==> config.mk <==
export PLATFORM = sky130hd
export DESIGN_NAME = ghkp_emit_flat
export DESIGN_NICKNAME = d
export VERILOG_FILES = /design/src/ghkp_pkg.sv /design/src/ghkp_if.sv /design/src/ghkp_emit.sv /design/src/flat_wrapper.sv
export SDC_FILE = /design/constraint.sdc
export NUM_CORES = 1
export LEC_CHECK = 0
export BUFFER_PORTS_ARGS = -buffer_cell sky130_fd_sc_hd__buf_2
export CORE_AREA = 4 4 250 252
export CTS_CLUSTER_DIAMETER = 150
export DETAILED_ROUTE_END_ITERATION = 16
export DIE_AREA = 0 0 254 256
export SETUP_SLACK_MARGIN = 0.2
export SYNTH_ARGS = -nofsm -noshare
export SYNTH_HDL_FRONTEND = slang
export SYNTH_SLANG_ARGS = --single-unit
export TNS_END_PERCENT = 20
==> constraint.sdc <==
create_clock -name clock -period 56.4 [get_ports clock]
set_input_delay 5.64 -clock clock [delete_from_list [all_inputs] [get_ports clock]]
set_output_delay 5.64 -clock clock [all_outputs]
set_load 0.005 [all_outputs]
==> src/ghkp_pkg.sv <==
// Shared types and constants of the GHASH key power block.
package ghkp_pkg;

   localparam int unsigned GF_WIDTH       = 128;
   localparam int unsigned HALF_WIDTH     = 64;
   localparam int unsigned INDEX_WIDTH    = 3;
   localparam int unsigned STEPS_PER_CELL = 8;
   localparam int unsigned CELLS_PER_MUL  = GF_WIDTH / STEPS_PER_CELL;
   localparam logic [7:0]  GF_REDUCE      = 8'he1;

   typedef logic [GF_WIDTH-1:0]    gf_elem_type;
   typedef logic [HALF_WIDTH-1:0]  half_type;
   typedef logic [INDEX_WIDTH-1:0] index_type;

endpackage

==> src/ghkp_if.sv <==


interface ghkp_rsp_if;
   logic                 valid;
   logic                 ready;
   ghkp_pkg::index_type  power_index;
   ghkp_pkg::half_type   power_high;
   ghkp_pkg::half_type   power_low;
   logic                 last;

   modport source (output valid, output power_index, output power_high,
                   output power_low, output last, input ready);
   modport sink   (input valid, input power_index, input power_high,
                   input power_low, input last, output ready);
endinterface

==> src/ghkp_emit.sv <==
// Output stage: holds one key's powers and sends them one transfer at a time.
module ghkp_emit #(
   parameter int NUM_POWERS = 4
) (
   input  logic                  clock,
   input  logic                  reset,
   input  logic                  in_valid,
   output logic                  in_ready,
   input  ghkp_pkg::gf_elem_type pow_prev [NUM_POWERS],
   ghkp_rsp_if.source            rsp_chan
);

   localparam int CNT_W = (NUM_POWERS > 1) ? $clog2(NUM_POWERS) : 1;

   logic                  busy_ff, busy_in;
   logic [CNT_W-1:0]      count_ff, count_in;
   ghkp_pkg::index_type   index_ff, index_in;
   ghkp_pkg::gf_elem_type pow_ff [NUM_POWERS];
   ghkp_pkg::gf_elem_type pow_in [NUM_POWERS];
   logic                  final_one;
   logic                  sent;
   logic                  load;

   assign final_one = (count_ff == CNT_W'(NUM_POWERS - 1));
   assign sent      = busy_ff && rsp_chan.ready;
   assign in_ready  = !busy_ff || (rsp_chan.ready && final_one);
   assign load      = in_valid && in_ready;

   always_comb begin
      busy_in  = busy_ff;
      count_in = count_ff;
      index_in = index_ff;
      pow_in   = pow_ff;
      if (load) begin
         busy_in  = 1'b1;
         count_in = '0;
         index_in = ghkp_pkg::index_type'(1);
         pow_in   = pow_prev;
      end else if (sent) begin
         if (final_one) begin
            busy_in = 1'b0;
         end else begin
            count_in = count_ff + 1'b1;
            index_in = index_ff + 1'b1;
            for (int k = 0; k < NUM_POWERS - 1; k++) begin
               pow_in[k] = pow_ff[k+1];
            end
         end
      end
   end

   always_ff @(posedge clock) begin
      if (reset) begin
         busy_ff  <= 1'b0;
         count_ff <= '0;
         index_ff <= '0;
      end else begin
         busy_ff  <= busy_in;
         count_ff <= count_in;
         index_ff <= index_in;
      end
   end

   always_ff @(posedge clock) begin
      pow_ff <= pow_in;
   end

   assign rsp_chan.valid       = busy_ff;
   assign rsp_chan.power_index = index_ff;
   assign rsp_chan.power_high  = pow_ff[0][ghkp_pkg::GF_WIDTH-1 -: ghkp_pkg::HALF_WIDTH];
   assign rsp_chan.power_low   = pow_ff[0][ghkp_pkg::HALF_WIDTH-1:0];
   assign rsp_chan.last        = final_one;

endmodule

==> src/flat_wrapper.sv <==
// flat-port wrapper written by rule: the top's interface ports become plain ports
module ghkp_emit_flat 
#(
   parameter int NUM_POWERS = 4
)
  (clock, reset, in_valid, in_ready, pow_prev, rsp_chan_valid, rsp_chan_power_index, rsp_chan_power_high, rsp_chan_power_low, rsp_chan_last, rsp_chan_ready);
  ghkp_rsp_if rsp_chan_i ();
  input  logic clock;
  input  logic reset;
  input  logic in_valid;
  output logic in_ready;
  input  ghkp_pkg::gf_elem_type pow_prev[NUM_POWERS];
  output wire logic [$bits(rsp_chan_i.valid)-1:0] rsp_chan_valid;
  output wire logic [$bits(rsp_chan_i.power_index)-1:0] rsp_chan_power_index;
  output wire logic [$bits(rsp_chan_i.power_high)-1:0] rsp_chan_power_high;
  output wire logic [$bits(rsp_chan_i.power_low)-1:0] rsp_chan_power_low;
  output wire logic [$bits(rsp_chan_i.last)-1:0] rsp_chan_last;
  input wire logic [$bits(rsp_chan_i.ready)-1:0] rsp_chan_ready;
  assign rsp_chan_valid = rsp_chan_i.valid;
  assign rsp_chan_power_index = rsp_chan_i.power_index;
  assign rsp_chan_power_high = rsp_chan_i.power_high;
  assign rsp_chan_power_low = rsp_chan_i.power_low;
  assign rsp_chan_last = rsp_chan_i.last;
  assign rsp_chan_i.ready = rsp_chan_ready;
  ghkp_emit #(.NUM_POWERS(NUM_POWERS)) u_core (.clock(clock), .reset(reset), .in_valid(in_valid), .in_ready(in_ready), .pow_prev(pow_prev), .rsp_chan(rsp_chan_i));
endmodule
==> results.cfg <==
[outcome]
status = complete, no violations

[detailed_routing]
detail-route-antenna-nets = 0
wirelength_mm = 53.0
detail_route.wl_per_cell_um = 21.3
via_count = 11200
dr.pass1.iters = 6
drc = 0
drt_iter0_drc = 495
viasPerCell = 4.49

[pwr]
p_seq_frac = 0.517
comb_power_share = 0.117
switching_share = 0.218
intPower_uw = 729
ir_drop_mv = 0.0232
finalPower_uw = 931
powerDensity_nw_per_um2 = 34.0
p_leak_nw = 11.8
clock_power_share = 0.366
p_sw_uw = 203

[critical_path]
cp.arrival_ns = 6.16
reg2reg_slack_ns = 50.57
crit_slowest_cell = a21bo_4
cp-end-kind = output pin
crit_path_start_kind = input pin
crit_required_ns = 50.76
crit_family = buffers and inverters
worstPathMaxFanout = 5
cp_common_cell = buf_2
path_cells = buf_2 -> a21bo_4 -> buf_2
critPathKind = input pin to output pin
cpPeakStageDelay_ns = 0.25
critPathBufInv = 2

[floorplanning]
initial_core_util = 0.383
io_pins = 650
die_w_um = 254
coreArea_sq_um = 60100
die-area_sq_um = 65000
rows = 90
die_h_um = 256

[sta]
slew_headroom = 0.240
setup_violations = 0
tns_ns = 0
finClkSkew_ns = 0.0139
slew_viol_final = 0
fin_crit_ns = 11.80
tightest_slew_ns = 1.14
fin_ws_ns = 44.60
timing.final.crit_share = 0.209
rsz0062_at_grt = false
fmax_ghz = 0.0848
hold_viol = 0

[synthesis]
syn_area_per_cell_sq_um = 21.1
ys_warn_count = 0
netlist_instances = 1094
synthMostInstantiatedCell = edfxtp_1
synth_mux_area_frac = 0.245
synth_area_leaders = edfxtp_1, mux2_4, buf_4, buf_12, mux2_2
synth_fp_nets = 1612
yosys-top-cells-count = edfxtp_1, mux2_4, buf_4
synth_top_area_frac = 0.667
synthFlopType = edfxtp_1
synth_compound_gate_area_share = 0.00190
synth-simple-area-share = 0.00272
ys_seq_elements = 518
synthArstFlopShare = 0
synth_enable_flop_cells = 512
ys_seq_area_frac = 0.673
synth_top_area_cell = edfxtp_1
ys_types = 23
synthAdderAreaFrac = 0.00109
synth_xor_area_frac = 0.000760
netlist_area_sq_um = 23000
synth_top_family_by_area = multiplexers

[placed_design]
place.gp.congestion = 0.788
hpwl_mm = 38.3
dpl_cell_area_sq_um = 25600
port_buffers = 649
post-place-ws_ns = 44.61

[cts]
post_cts_buffers = 0
clk_pin_slew_ns = 0.06
clkLatencyLatePin_ns = 0.59
cts_tree = built
cts-root-buf = clkbuf_16
cts_hold_buf = 0
h-tree-depth = 2
cts_sinks = 518
cts_resized = 0
clk_path_buf_depth = 3
cts_made_buffers = 56

[global_routing]
grtUsageTotal = 0.154
grt.met1_usage = 0.172
grt_pass1_vias = 12000
grt_antenna_before_repair = 23
grt_pass1_wl_mm = 75.2
grtUsageMet2 = 0.275
gr-total-overflow = 0
grt_max_degree = 78
top_usage_layer = met2
met3_usage = 0.0562

[layout]
drive_gt1_frac = 0.664
fin_util = 0.455
area_growth_pct = 18.8
fin_area_sq_um = 27400
fin_nets = 2161

[hold_path]
hp-class = register to register

[flow_run]
max_cap_violations = 0
state kept, by name, summed over array words and instances (netlist names):
signal                       flops
u_core.rsp_chan.valid            1
u_core.rsp_chan.power_high      64
u_core.rsp_chan.power_low       64
u_core.pow_ff                  384
u_core.rsp_chan.power_index      3
u_core.count_ff                  2
power by group through the flow:
stage / logic, mW / clock network, mW / registers, mW
floorplan: 0.0877 / 0 / 0.502
global placement: 0.108 / 0 / 0.489
detailed placement: 0.110 / 0 / 0.490
CTS: 0.111 / 0.353 / 0.482
global route: 0.117 / 0.369 / 0.485
finish: 0.109 / 0.341 / 0.482
worst reg2reg max path, cell delays in order, from the launching register on:
cell	delay, ns
dfxtp_1	0.32
ha_1	0.27
a21bo_4	0.26
nand2_8	0.46
buf_4	0.91
buf_4	0.96
buf_4	0.90
buf_4	1.06
mux2_4	0.45
cell usage in the layout, fill, tap and decap left out, types with 12 or more instances in the layout:
cell       count
mux2_4       349
diode_2       17
clkbuf_1      14
buf_2        649
clkinv_1      17
buf_4         12
mux2_2        35
edfxtp_1     512
clkbuf_16     57
cell type report:
type                            instances  area [sq um]
Sequential cell                       518         15500
Timing Repair Buffer                  661          3340
Multi-Input combinational cell        403          5820
Inverter                                3          16.3
Antenna cell                           17          42.5
Clock inverter                         30           195
Tap cell                              782           978
Clock buffer                           71          1480
Fill cell                            5306         32800
layer usage:
metal	vias to the layer above	wire length, um	share of wire
met3	103	4570	0.086
met1	5437	19900	0.38
li1	5223	-	-
met2	389	27200	0.51
met5	-	107	0.0020
met4	16	1230	0.023
per-stage QoR:
stage,instances,hold slack [ns]
after CTS,2468,0.544
after floorplan,1094,0.506
final,2485,0.542
after detailed placement,2367,0.534
after global placement,2367,0.521
after global routing,2475,0.551
final timing paths:
kind | startpoint | to | cells past startpoint
setup / recovery | rsp_chan_ready | in_ready | 3
hold / removal | u_core.pow_ff[97] | u_core.pow_ff[225] | 1
setup reg to reg | u_core.count_ff[0] | u_core.rsp_chan.power_high[20] | 8
hold reg to reg | u_core.pow_ff[97] | u_core.pow_ff[225] | 1
cell families after synthesis:
group | Yosys count
compound gates | 5
xor+xnor | 2
fa+ha+maj | 2
buf+inv | 173
flops | 518
mux | 386
simple gates | 8
Note: power is estimated with default switching activity, not from simulation.
