`src/ghkp_pkg.sv`:
```
// Shared types and constants of the GHASH key power block.
package ghkp_pkg;

   localparam int unsigned GF_WIDTH       = 128;
   localparam int unsigned HALF_WIDTH     = 64;
   localparam int unsigned INDEX_WIDTH    = 3;
   localparam int unsigned STEPS_PER_CELL = 8;
   localparam int unsigned CELLS_PER_MUL  = GF_WIDTH / STEPS_PER_CELL;
   localparam logic [7:0]  GF_REDUCE      = 8'he1;

   typedef logic [GF_WIDTH-1:0]    gf_elem_type;
   typedef logic [HALF_WIDTH-1:0]  half_type;
   typedef logic [INDEX_WIDTH-1:0] index_type;

endpackage

```
`src/ghkp_cell.sv`:
```
// One cell of the multiply chain: eight shift-and-add steps of a GF(2^128) product.
module ghkp_cell #(
   parameter int NUM_POWERS = 4,
   parameter int SEG        = 1,
   parameter int STEP       = 0
) (
   input  logic                  clock,
   input  logic                  reset,
   input  logic                  advance,
   input  logic                  valid_prev,
   input  ghkp_pkg::gf_elem_type z_prev,
   input  ghkp_pkg::gf_elem_type v_prev,
   input  ghkp_pkg::gf_elem_type pow_prev [NUM_POWERS],
   output logic                  valid_out,
   output ghkp_pkg::gf_elem_type z_out,
   output ghkp_pkg::gf_elem_type v_out,
   output ghkp_pkg::gf_elem_type pow_out  [NUM_POWERS]
);

   localparam int  BASE  = int'(ghkp_pkg::GF_WIDTH) - 1
                           - STEP * int'(ghkp_pkg::STEPS_PER_CELL);
   localparam bit  FIRST = (STEP == 0);
   localparam bit  FINAL = (STEP == int'(ghkp_pkg::CELLS_PER_MUL) - 1);

   logic                  valid_ff;
   ghkp_pkg::gf_elem_type z_ff, z_in;
   ghkp_pkg::gf_elem_type v_ff, v_in;
   ghkp_pkg::gf_elem_type pow_ff [NUM_POWERS];
   ghkp_pkg::gf_elem_type pow_in [NUM_POWERS];
   ghkp_pkg::gf_elem_type x_word;
   logic                  carry;

   always_comb begin
      z_in   = FIRST ? '0 : z_prev;
      v_in   = FIRST ? pow_prev[0] : v_prev;
      x_word = pow_prev[SEG-1];
      carry  = 1'b0;
      for (int i = 0; i < int'(ghkp_pkg::STEPS_PER_CELL); i++) begin
         if (x_word[BASE-i]) begin
            z_in = z_in ^ v_in;
         end
         carry = v_in[0];
         v_in  = v_in >> 1;
         if (carry) begin
            v_in[ghkp_pkg::GF_WIDTH-1 -: 8] = v_in[ghkp_pkg::GF_WIDTH-1 -: 8]
                                              ^ ghkp_pkg::GF_REDUCE;
         end
      end
      for (int k = 0; k < NUM_POWERS; k++) begin
         pow_in[k] = pow_prev[k];
      end
      if (FINAL) begin
         pow_in[SEG] = z_in;
      end
   end

   always_ff @(posedge clock) begin
      if (reset) begin
         valid_ff <= 1'b0;
      end else if (advance) begin
         valid_ff <= valid_prev;
      end
   end

   always_ff @(posedge clock) begin
      if (advance) begin
         z_ff   <= z_in;
         v_ff   <= v_in;
         pow_ff <= pow_in;
      end
   end

   assign valid_out = valid_ff;
   assign z_out     = z_ff;
   assign v_out     = v_ff;
   assign pow_out   = pow_ff;

endmodule

```
`config.mk`:
```
export PLATFORM = sky130hd
export DESIGN_NAME = ghkp_cell
export DESIGN_NICKNAME = d
export VERILOG_FILES = /design/src/ghkp_pkg.sv /design/src/ghkp_cell.sv
export SDC_FILE = /design/constraint.sdc
export NUM_CORES = 1
export LEC_CHECK = 0
export ABC_AREA = 1
export BUFFER_PORTS_ARGS = -buffer_cell sky130_fd_sc_hd__buf_4
export CAP_MARGIN = 20
export CORE_AREA = 3 3 601 603
export DETAILED_ROUTE_END_ITERATION = 10
export DIE_AREA = 0 0 604 606
export GPL_ROUTABILITY_DRIVEN = 0
export GPL_TIMING_DRIVEN = 0
export PLACE_DENSITY = 0.3
export SETUP_SLACK_MARGIN = 0.4
export SYNTH_ARGS = -nofsm -noshare
export SYNTH_HDL_FRONTEND = slang
export SYNTH_SLANG_ARGS = --single-unit
```
`constraint.sdc`:
```
create_clock -name clock -period 1.95 [get_ports clock]
set_input_delay 0.0975 -clock clock [delete_from_list [all_inputs] [get_ports clock]]
set_output_delay 0.0975 -clock clock [all_outputs]
set_load 0.01 [all_outputs]
```
==> results of run 1 <==
==> timing repair <==
| action | CTS | global route |
|---|---|---|
| buffers inserted | 0 | 2 |
| cloned | 1 | 1 |
| gates resized for setup | 463 | 207 |
| setup endpoints to repair | 599 | 466 |
| hold endpoints to repair | 653 | 48 |
| hold buffers | 844 | 1 |
==> cell usage in the layout, fill, tap and decap left out, types with 8 or more instances in the layout <==
cell type / netlist / routed
or2_2: 8 / 8
or2_1: 93 / 93
clkinv_1: 0 / 16
clkbuf_2: 0 / 57
buf_6: 11 / 519
clkinvlp_4: 0 / 8
buf_16: 0 / 8
clkinv_2: 0 / 18
xor2_1: 155 / 154
nor2_1: 29 / 28
nand2_1: 1532 / 1528
dlygate4sd3_1: 0 / 842
buf_4: 122 / 916
inv_1: 84 / 84
edfxtp_1: 655 / 655
clkbuf_16: 0 / 104
diode_2: 0 / 45
xnor2_1: 502 / 499
nand3_1: 38 / 38
o21ai_0: 11 / 10
nand3b_1: 101 / 101
clkbuf_1: 111 / 63
buf_2: 97 / 74
bufinv_16: 0 / 15
==> registers in the layout, indices dropped and copies added, names as in the netlist <==
name,count
z_out,128
valid_out,1
v_out,128
pow_out,399
==> metrics by stage <==
step / hold WS, ns / cells
4_1_cts: -0.338 / 10600
3_5_place_dp: 0.260 / 9610
5_1_grt: -0.297 / 10700
3_3_place_gp: 0.254 / 9601
6_report: -0.241 / 10700
2_1_floorplan: 0.170 / 3566
==> layer usage <==
metal	global-route usage (%)	part of all wire (%)
met4	3.40	3.7
met1	11.6	34
met3	3.26	6.5
met5	0	0.029
met2	24.6	56
==> final cells by class <==
| class | instances | area [um^2] | share of cell area [%] |
|---|---|---|---|
| flip-flops and latches | 656 | 19700 | 30.1 |
| plain buffers | 346 | 2460 | 3.76 |
| multi-input cells | 2480 | 13400 | 20.5 |
| repair buffers | 2142 | 20000 | 30.6 |
| well taps | 4751 | 5940 | 9.10 |
| diodes | 45 | 113 | 0.172 |
| clock buffers | 111 | 2610 | 3.99 |
| clock inverters | 70 | 803 | 1.23 |
| inverters | 84 | 315 | 0.482 |
==> logic make-up (layout without fill, tap and decap cells) <==
| group | count (synthesis) | after routing | synth area share [%] |
|---|---|---|---|
| compound gates | 12 | 12 | 0.170 |
| simple gates | 1805 | 1805 | 21.1 |
| xor+xnor | 660 | 660 | 16.4 |
| other cells | 0 | 45 | 0 |
| buf+inv | 430 | 2753 | 6.44 |
| flops | 656 | 656 | 55.7 |
| mux | 1 | 1 | 0.0283 |
| fa+ha+maj | 2 | 2 | 0.0708 |
==> how the worst max path moves through the flow <==
stage | start | to | slack (ns) | cells after the start
2_1_floorplan | pow_prev[384] | z_out[120]$_DFFE_PP_ | 0.42 | 12
4_1_cts | v_out[35]$_DFFE_PP_ | v_out[35] | 0.14 | 2
6_report | pow_out[224]$_DFFE_PP_ | pow_out[224] | 0.25 | 1
3_3_place_gp | advance | z_out[7]$_DFFE_PP_ | -6.33 | 1
5_1_grt | v_out[35]$_DFFE_PP_ | v_out[35] | 0.18 | 2
3_5_place_dp | pow_prev[507] | z_out[87]$_DFFE_PP_ | -1.96 | 8
==> where the power goes <==
part / switching [uW] / internal, uW
clock network: 7820 / 11600
logic: 7170 / 6690
registers: 726 / 17300
total: 15700 / 35600
==> impl_metrics.toml, run 1 <==
[outcome]
outcome = "finished, violations left"
violations = "negative hold slack"

[sta]
setup_violations = 0
fin_setup_tns_ns = 0
max_slew_margin_pct = 35.9
holdWs_ns = -0.241
fin_skew_ns = 0
tightest_slew_ns = 0.962
rsz0062_at_grt = "yes"
hold_viol_final = 47
fmax_mhz = 588
layout_setup_ws_ns = 0.249
period_share_pct = 87.2
finalCriticalPeriod_ns = 1.70
finalMaxSlewViolations = 0

[global_routing]
grt_pass1_wl_um = 301000
antenna_found_initial = 157
grt_pass1_vias = 33500
grt_max_degree = 100
gr-total-overflow = 0
grt_usage_pct = 12.1

[cts]
numClockSinks = 656
cts_max_level = 3
tritoncts = "built"
clk_pin_slew_ns = 0.06
clock_latency_ns = 0.79
root_buffer = "clkbuf_16"
clk_path_buf_depth = 4
cts_made_buffers = 102

[synth]
synth.distinct_cells = 25
yosysMostFrequentCell = "nand2_1"
synth-async-reset-ratio_pct = 0
yosys-top-cells-area = "edfxtp_1 (56%), nand2_1 (16%), xnor2_1 (12%)"
synth.top_cell.area_share_pct = 55.7
yosys_warnings = 0
ys_seq_area_share_pct = 55.7
syn_area_per_cell_um2 = 9.91
syn_inst = 3566
netlist_area_um2 = 35300
synth_flop_cell = "edfxtp_1"
ys_ff_latch = 656
synth_edf_count = 655
synth_nets = 4340
synth_top_cell_by_area = "edfxtp_1"
synth_common_cells = "nand2_1 (1532), edfxtp_1 (655), xnor2_1 (502), xor2_1 (155), buf_4 (122)"

[hold_path]
worstHoldEndpoint = "pow_out[276]$_DFFE_PP_"
min_path_type = "primary input to register"
min_from = "advance"
whs_path_depth = 1

[drt]
drtAntennaViolNets = 0
wl_per_cell_um = 21.7
drt_iter0_markers = 1730
vias_per_cell = 3.12
routed_wl_um = 232000
vias = 33400
firstDrtPassIters = 7
drc = 0

[worst_setup_path]
endpoint_kind = "output port"
criticalPathCategory = "register to output port"
path_buf_inv = 1
r2r_cells = 2
critical_path.max_fanout = 1
path_delay_family = "flip-flops"
cp-start-kind = "register"
crit_chain = "buf_6"
slowest_delay_ns = 0.58
r2r_end = "valid_out$_SDFFE_PP0P_"
r2r-start = "valid_out$_SDFFE_PP0P_"
critical_path_arrival_ns = 1.60
critPathRequiredTime_ns = 1.85
cpMaxStageDelayCell = "edfxtp_1"
reg2reg_slack_ns = 1.35

[final_layout]
areaGrowthSynthToFinish_pct = 85.0
final_core_util_pct = 18.4
fin_area_um2 = 65400
drive_gt1_share_pct = 30.0
fill_cells = 39300
nets = 6586

[placement]
place.port_buffers = 1284
placed_cell_area_um2 = 51200
hpwlAfterDp_um = 181000
post-place-ws_ns = -1.96

[power]
ir_drop_mv = 0.684
power_uw = 51400
powerDensity_nw_per_um2 = 786
p_leak_uw = 0.0268

[floorplan]
ios = 1541
die_height_um = 606
rows = 219
die_w_um = 604
dieArea_um2 = 366000
coreArea_um2 = 356000
start_util_pct = 9.93

[job]
maxCapViolCount = 0
Note: power is estimated with default switching activity, not from simulation.
==> run 2: changes to the inputs <==
--- a/config.mk
+++ b/config.mk
@@ -14,6 +14,7 @@
 export GPL_ROUTABILITY_DRIVEN = 0
 export GPL_TIMING_DRIVEN = 0
 export PLACE_DENSITY = 0.3
+export RECOVER_POWER = 50
 export SETUP_SLACK_MARGIN = 0.4
 export SYNTH_ARGS = -nofsm -noshare
 export SYNTH_HDL_FRONTEND = slang
==> impl_metrics.toml, run 2 (synthesis gave the netlist of run 1 again) <==
[global_routing]
use_met2_pct = 24.6
grt_pass1_wl_um = 301000
top_usage_layer = "met2"
grt_pass1_vias = 33500
grt_max_degree = 100
grt_use_met1_pct = 11.6
use_met3_pct = 3.26
antenna_found_initial = 157
gr-total-overflow = 0
grt_usage_pct = 12.1

[cts]
numClockSinks = 656
tritoncts = "built"
clk_path_buf_depth = 4
root_buffer = "clkbuf_16"
clock_latency_ns = 0.79
cts_made_buffers = 102
clk_pin_slew_ns = 0.05
cts_max_level = 3

[final_layout]
final_common_cell = "nand2_1"
final_cell_mix = "nand2_1 (1530), dlygate4sd3_1 (842), edfxtp_1 (655), buf_6 (521), xnor2_1 (499)"
final_cells = 10700
fill_cells = 39400
multi_input_area_um2 = 13400
areaGrowthSynthToFinish_pct = 83.6
seq_area_um2 = 19700
drive_gt1_share_pct = 28.3
largest_reg_flops = 399
fin_area_um2 = 64900
nets = 6586

[worst_setup_path]
cp-start-kind = "primary input"
cpMostUsedCell = "buf_16"
critical_path.max_fanout = 88
cpMaxStageDelayCell = "buf_4"
path_delay_family = "buffers and inverters"
critical_path_arrival_ns = 2.16
slowest_delay_ns = 0.69
endpoint_kind = "register"
criticalPathCategory = "primary input to register"
path_buf_inv = 4
critPathRequiredTime_ns = 2.34
crit_chain = "buf_8, buf_16, buf_16, buf_4"

[sta]
holdWs_ns = -0.251
fmax_mhz = 564
setup_violations = 0
tightest_slew_ns = 1.45
finalMaxSlewViolations = 0
fin_skew_ns = 0
rsz0062_at_grt = "yes"
hold_viol_final = 47
finalCriticalPeriod_ns = 1.77
period_share_pct = 90.9
max_slew_margin_pct = 3.45

[drt]
routed_wl_um = 231000
drc = 0
drt_iter0_markers = 1757
vias = 33500
vias_per_cell = 3.13
firstDrtPassIters = 5
drtAntennaViolNets = 0
wl_per_cell_um = 21.7

[floorplan]
die_w_um = 604
start_util_pct = 9.93
dieArea_um2 = 366000
ios = 1541
rows = 219
die_height_um = 606
coreArea_um2 = 356000

[placement]
hpwlAfterDp_um = 181000
place.port_buffers = 1284
place_inst = 9610
placed_cell_area_um2 = 51200

[power]
ir_drop_mv = 0.680
powerDensity_nw_per_um2 = 789
p_leak_uw = 0.0263

[hold_path]
min_path_type = "primary input to register"

[job]
maxCapViolCount = 0

[outcome]
violations = "negative hold slack"
outcome = "finished, violations left"
[run 2: area by class of cell]
type                    count  area share, %
plain buffers             346           3.78
well taps                4751           9.16
repair buffers           2142           30.1
clock inverters            70           1.24
clock buffers             111           4.02
multi-input cells        2480           20.7
inverters                  84          0.486
flip-flops and latches    656           30.4
diodes                     37          0.143
[run 2: path summary, 6_finish.rpt]
kind / start / endpoint / slack (ns) / depth (start not counted)
worst max-delay path: advance / pow_out[389]$_DFFE_PP_ / 0.18 / 4
worst min-delay path: advance / pow_out[276]$_DFFE_PP_ / -0.25 / 1
worst max register to register: valid_out$_SDFFE_PP0P_ / valid_out$_SDFFE_PP0P_ / 1.35 / 2
worst min register to register: valid_out$_SDFFE_PP0P_ / valid_out$_SDFFE_PP0P_ / 0.52 / 2
[run 2: per-layer routing]
layer  share of wire [%]  vias up
met3                 6.7      471
met2                  56     1270
met4                 3.5       10
li1                    -    15800
met1                  33    15900
met5               0.026        -
[run 2: metrics by stage]
step	setup slack (ns)	util, %	setup TNS, ns	power, uW	hold slack, ns
after floorplan	0.422	-	0	23600	0.170
after global placement	-6.33	14.3	-4133.08	30300	0.254
after detailed placement	-1.96	14.4	-259.90	30100	0.260
after CTS	0.138	18.2	0	52800	-0.338
after global routing	0.101	18.2	0	54200	-0.307
final	0.178	18.2	0	51200	-0.251
[run 2: what timing repair did]
item	CTS	global route
hold buffers	844	1
buffers inserted	0	2
gates resized for setup	463	207
pin swaps	0	0
hold endpoints to repair	653	48
gates cloned	1	1
setup endpoints to repair	599	466
[run 2: power breakdown]
group	internal (uW)	switching (uW)	leakage, uW	total [uW]
registers	17300	727	0.00641	18000
logic	6540	7140	0.0182	13700
clock network	11600	7810	0.00166	19400
[run 2: worst reg2reg max path: cells and delay by family (launching register included)]
family	cells	cell delay [ns]
multiplexers	1	0.13
AND/OR/NAND/NOR	1	0.05
flip-flops	1	0.31
==> run 3: changes to the inputs <==
--- a/config.mk
+++ b/config.mk
@@ -8,9 +8,9 @@
 export ABC_AREA = 1
 export BUFFER_PORTS_ARGS = -buffer_cell sky130_fd_sc_hd__buf_4
 export CAP_MARGIN = 20
-export CORE_AREA = 3 3 601 603
+export CORE_AREA = 3 3 591 593
 export DETAILED_ROUTE_END_ITERATION = 10
-export DIE_AREA = 0 0 604 606
+export DIE_AREA = 0 0 594 596
 export GPL_ROUTABILITY_DRIVEN = 0
 export GPL_TIMING_DRIVEN = 0
 export PLACE_DENSITY = 0.3
==> impl_metrics.toml, run 3 (synthesis gave the netlist of run 1 again) <==
[drt]
drtAntennaViolNets = 0
routed_wl_um = 243000
drc = 0
vias_per_cell = 3.21
drt_iter0_markers = 1726
vias = 33600
wl_per_cell_um = 23.2
firstDrtPassIters = 5

[global_routing]
gr-total-overflow = 0
grt_usage_pct = 13.2
antenna_found_initial = 198
grt_pass1_wl_um = 317000
grt_max_degree = 107
grt_pass1_vias = 34300

[sta]
max_slew_margin_pct = -2.44
finalMaxSlewViolations = 59
setup_violations = 0
hold_viol_final = 64
rsz0062_at_grt = "yes"
finalCriticalPeriod_ns = 1.71
holdWs_ns = -0.314
period_share_pct = 87.9
fin_skew_ns = 0
layout_setup_ws_ns = 0.236
fmax_mhz = 584
tightest_slew_ns = 1.54

[cts]
cts_made_buffers = 103
root_buffer = "clkbuf_16"
tritoncts = "built"
cts_max_level = 3
numClockSinks = 656
clk_pin_slew_ns = 0.06
clock_latency_ns = 0.78
clk_path_buf_depth = 4

[power]
powerDensity_nw_per_um2 = 792
ir_drop_mv = 0.703
p_leak_uw = 0.0260

[placement]
placed_cell_area_um2 = 50900
post-place-ws_ns = -2.08
place.port_buffers = 1284
hpwlAfterDp_um = 196000
place_inst = 9436

[floorplan]
ios = 1541
die_w_um = 594
rows = 216
die_height_um = 596
start_util_pct = 10.2
coreArea_um2 = 345000
dieArea_um2 = 354000

[final_layout]
nets = 6539
largest_reg_flops = 399
final_cell_mix = "nand2_1 (1532), dlygate4sd3_1 (780), edfxtp_1 (655), buf_6 (514), xnor2_1 (495)"
final_cells = 10500
final_core_util_pct = 18.6
areaGrowthSynthToFinish_pct = 81.3
final_common_cell = "nand2_1"
fin_area_um2 = 64000
drive_gt1_share_pct = 28.6

[worst_setup_path]
r2r-start = "valid_out$_SDFFE_PP0P_"
critical_path.startpoint = "pow_prev[506]"
criticalPathCategory = "primary input to register"
critical_path_arrival_ns = 2.25
endpoint_kind = "register"
critPathRequiredTime_ns = 2.48
cp-start-kind = "primary input"
reg2reg_slack_ns = 1.33
critical_path.max_fanout = 10

[hold_path]
min_from = "advance"
min_path_type = "primary input to register"

[outcome]
outcome = "finished, violations left"
violations = "negative hold slack, max-slew violations"

[job]
maxCapViolCount = 0
## run 3: cell types whose count changed in the layout (fill, tap and decap cells not counted), moves of 4 or more
| cell | delta |
|---|---|
| buf_12 | +5 |
| buf_4 | +16 |
| buf_6 | -7 |
| bufinv_16 | -6 |
| clkbuf_1 | +23 |
| clkbuf_2 | -4 |
| clkbuf_4 | -8 |
| clkinv_1 | -5 |
| diode_2 | +9 |
| dlygate4sd3_1 | -62 |
| xnor2_1 | -4 |
| xnor2_2 | +4 |
## run 3: final cells by class
class	instances	area, um^2
fillers	38300	281000
well taps	4578	5730
repair buffers	2094	19000
plain buffers	346	2480
inverters	84	315
flip-flops and latches	656	19700
clock inverters	58	578
clock buffers	126	2720
multi-input cells	2480	13500
diodes	46	115
## run 3: metal layers
| metal | part of all wire [%] | global-route usage, % | routed length (um) |
|---|---|---|---|
| met5 | 0.0053 | 0 | 13 |
| met4 | 3.8 | 3.45 | 9210 |
| met3 | 8.1 | 4.41 | 19700 |
| met2 | 54 | 26.0 | 131000 |
| met1 | 34 | 13.1 | 83500 |
## run 3: final timing paths
| path | end | cells after the start |
|---|---|---|
| min | pow_out[247]$_DFFE_PP_ | 1 |
| min reg2reg | valid_out$_SDFFE_PP0P_ | 2 |
| max | z_out[123]$_DFFE_PP_ | 11 |
| max reg2reg | valid_out$_SDFFE_PP0P_ | 2 |
## run 3: worst max-delay path, stage by stage
cell and delay, ns:
clkbuf_1 0.26, buf_2 0.42, buf_6 0.35, buf_4 0.31, nand3_1 0.19, nor2_1 0.18, nor2_1 0.07, nand3_1 0.06
nand3_1 0.06, nand2_1 0.15, inv_1 0.07
## run 3: through the flow
stage / power (uW) / hold WS, ns / setup TNS [ns]
after global placement: 30500 / 0.255 / -4157.06
after global routing: 53700 / -0.350 / 0
after CTS: 52300 / -0.323 / 0
final: 50700 / -0.314 / 0
after detailed placement: 30300 / 0.263 / -284.24
after floorplan: 23600 / 0.170 / 0
## run 3: repair_timing
| item | 4_1_cts | 5_1_grt |
|---|---|---|
| resized for setup | 468 | 217 |
| gates cloned | 2 | 0 |
| hold endpoints to repair | 673 | 65 |
| buffers inserted | 9 | 9 |
| hold buffers | 779 | 3 |
| pin swaps | 3 | 1 |
| setup endpoints to repair | 620 | 342 |
## run 3: power breakdown
part / internal [uW] / switching, uW / total (uW)
combinational: 6500 / 7410 / 13900
sequential: 17300 / 717 / 18000
clock: 11100 / 7720 / 18800
total: 34900 / 15800 / 50700
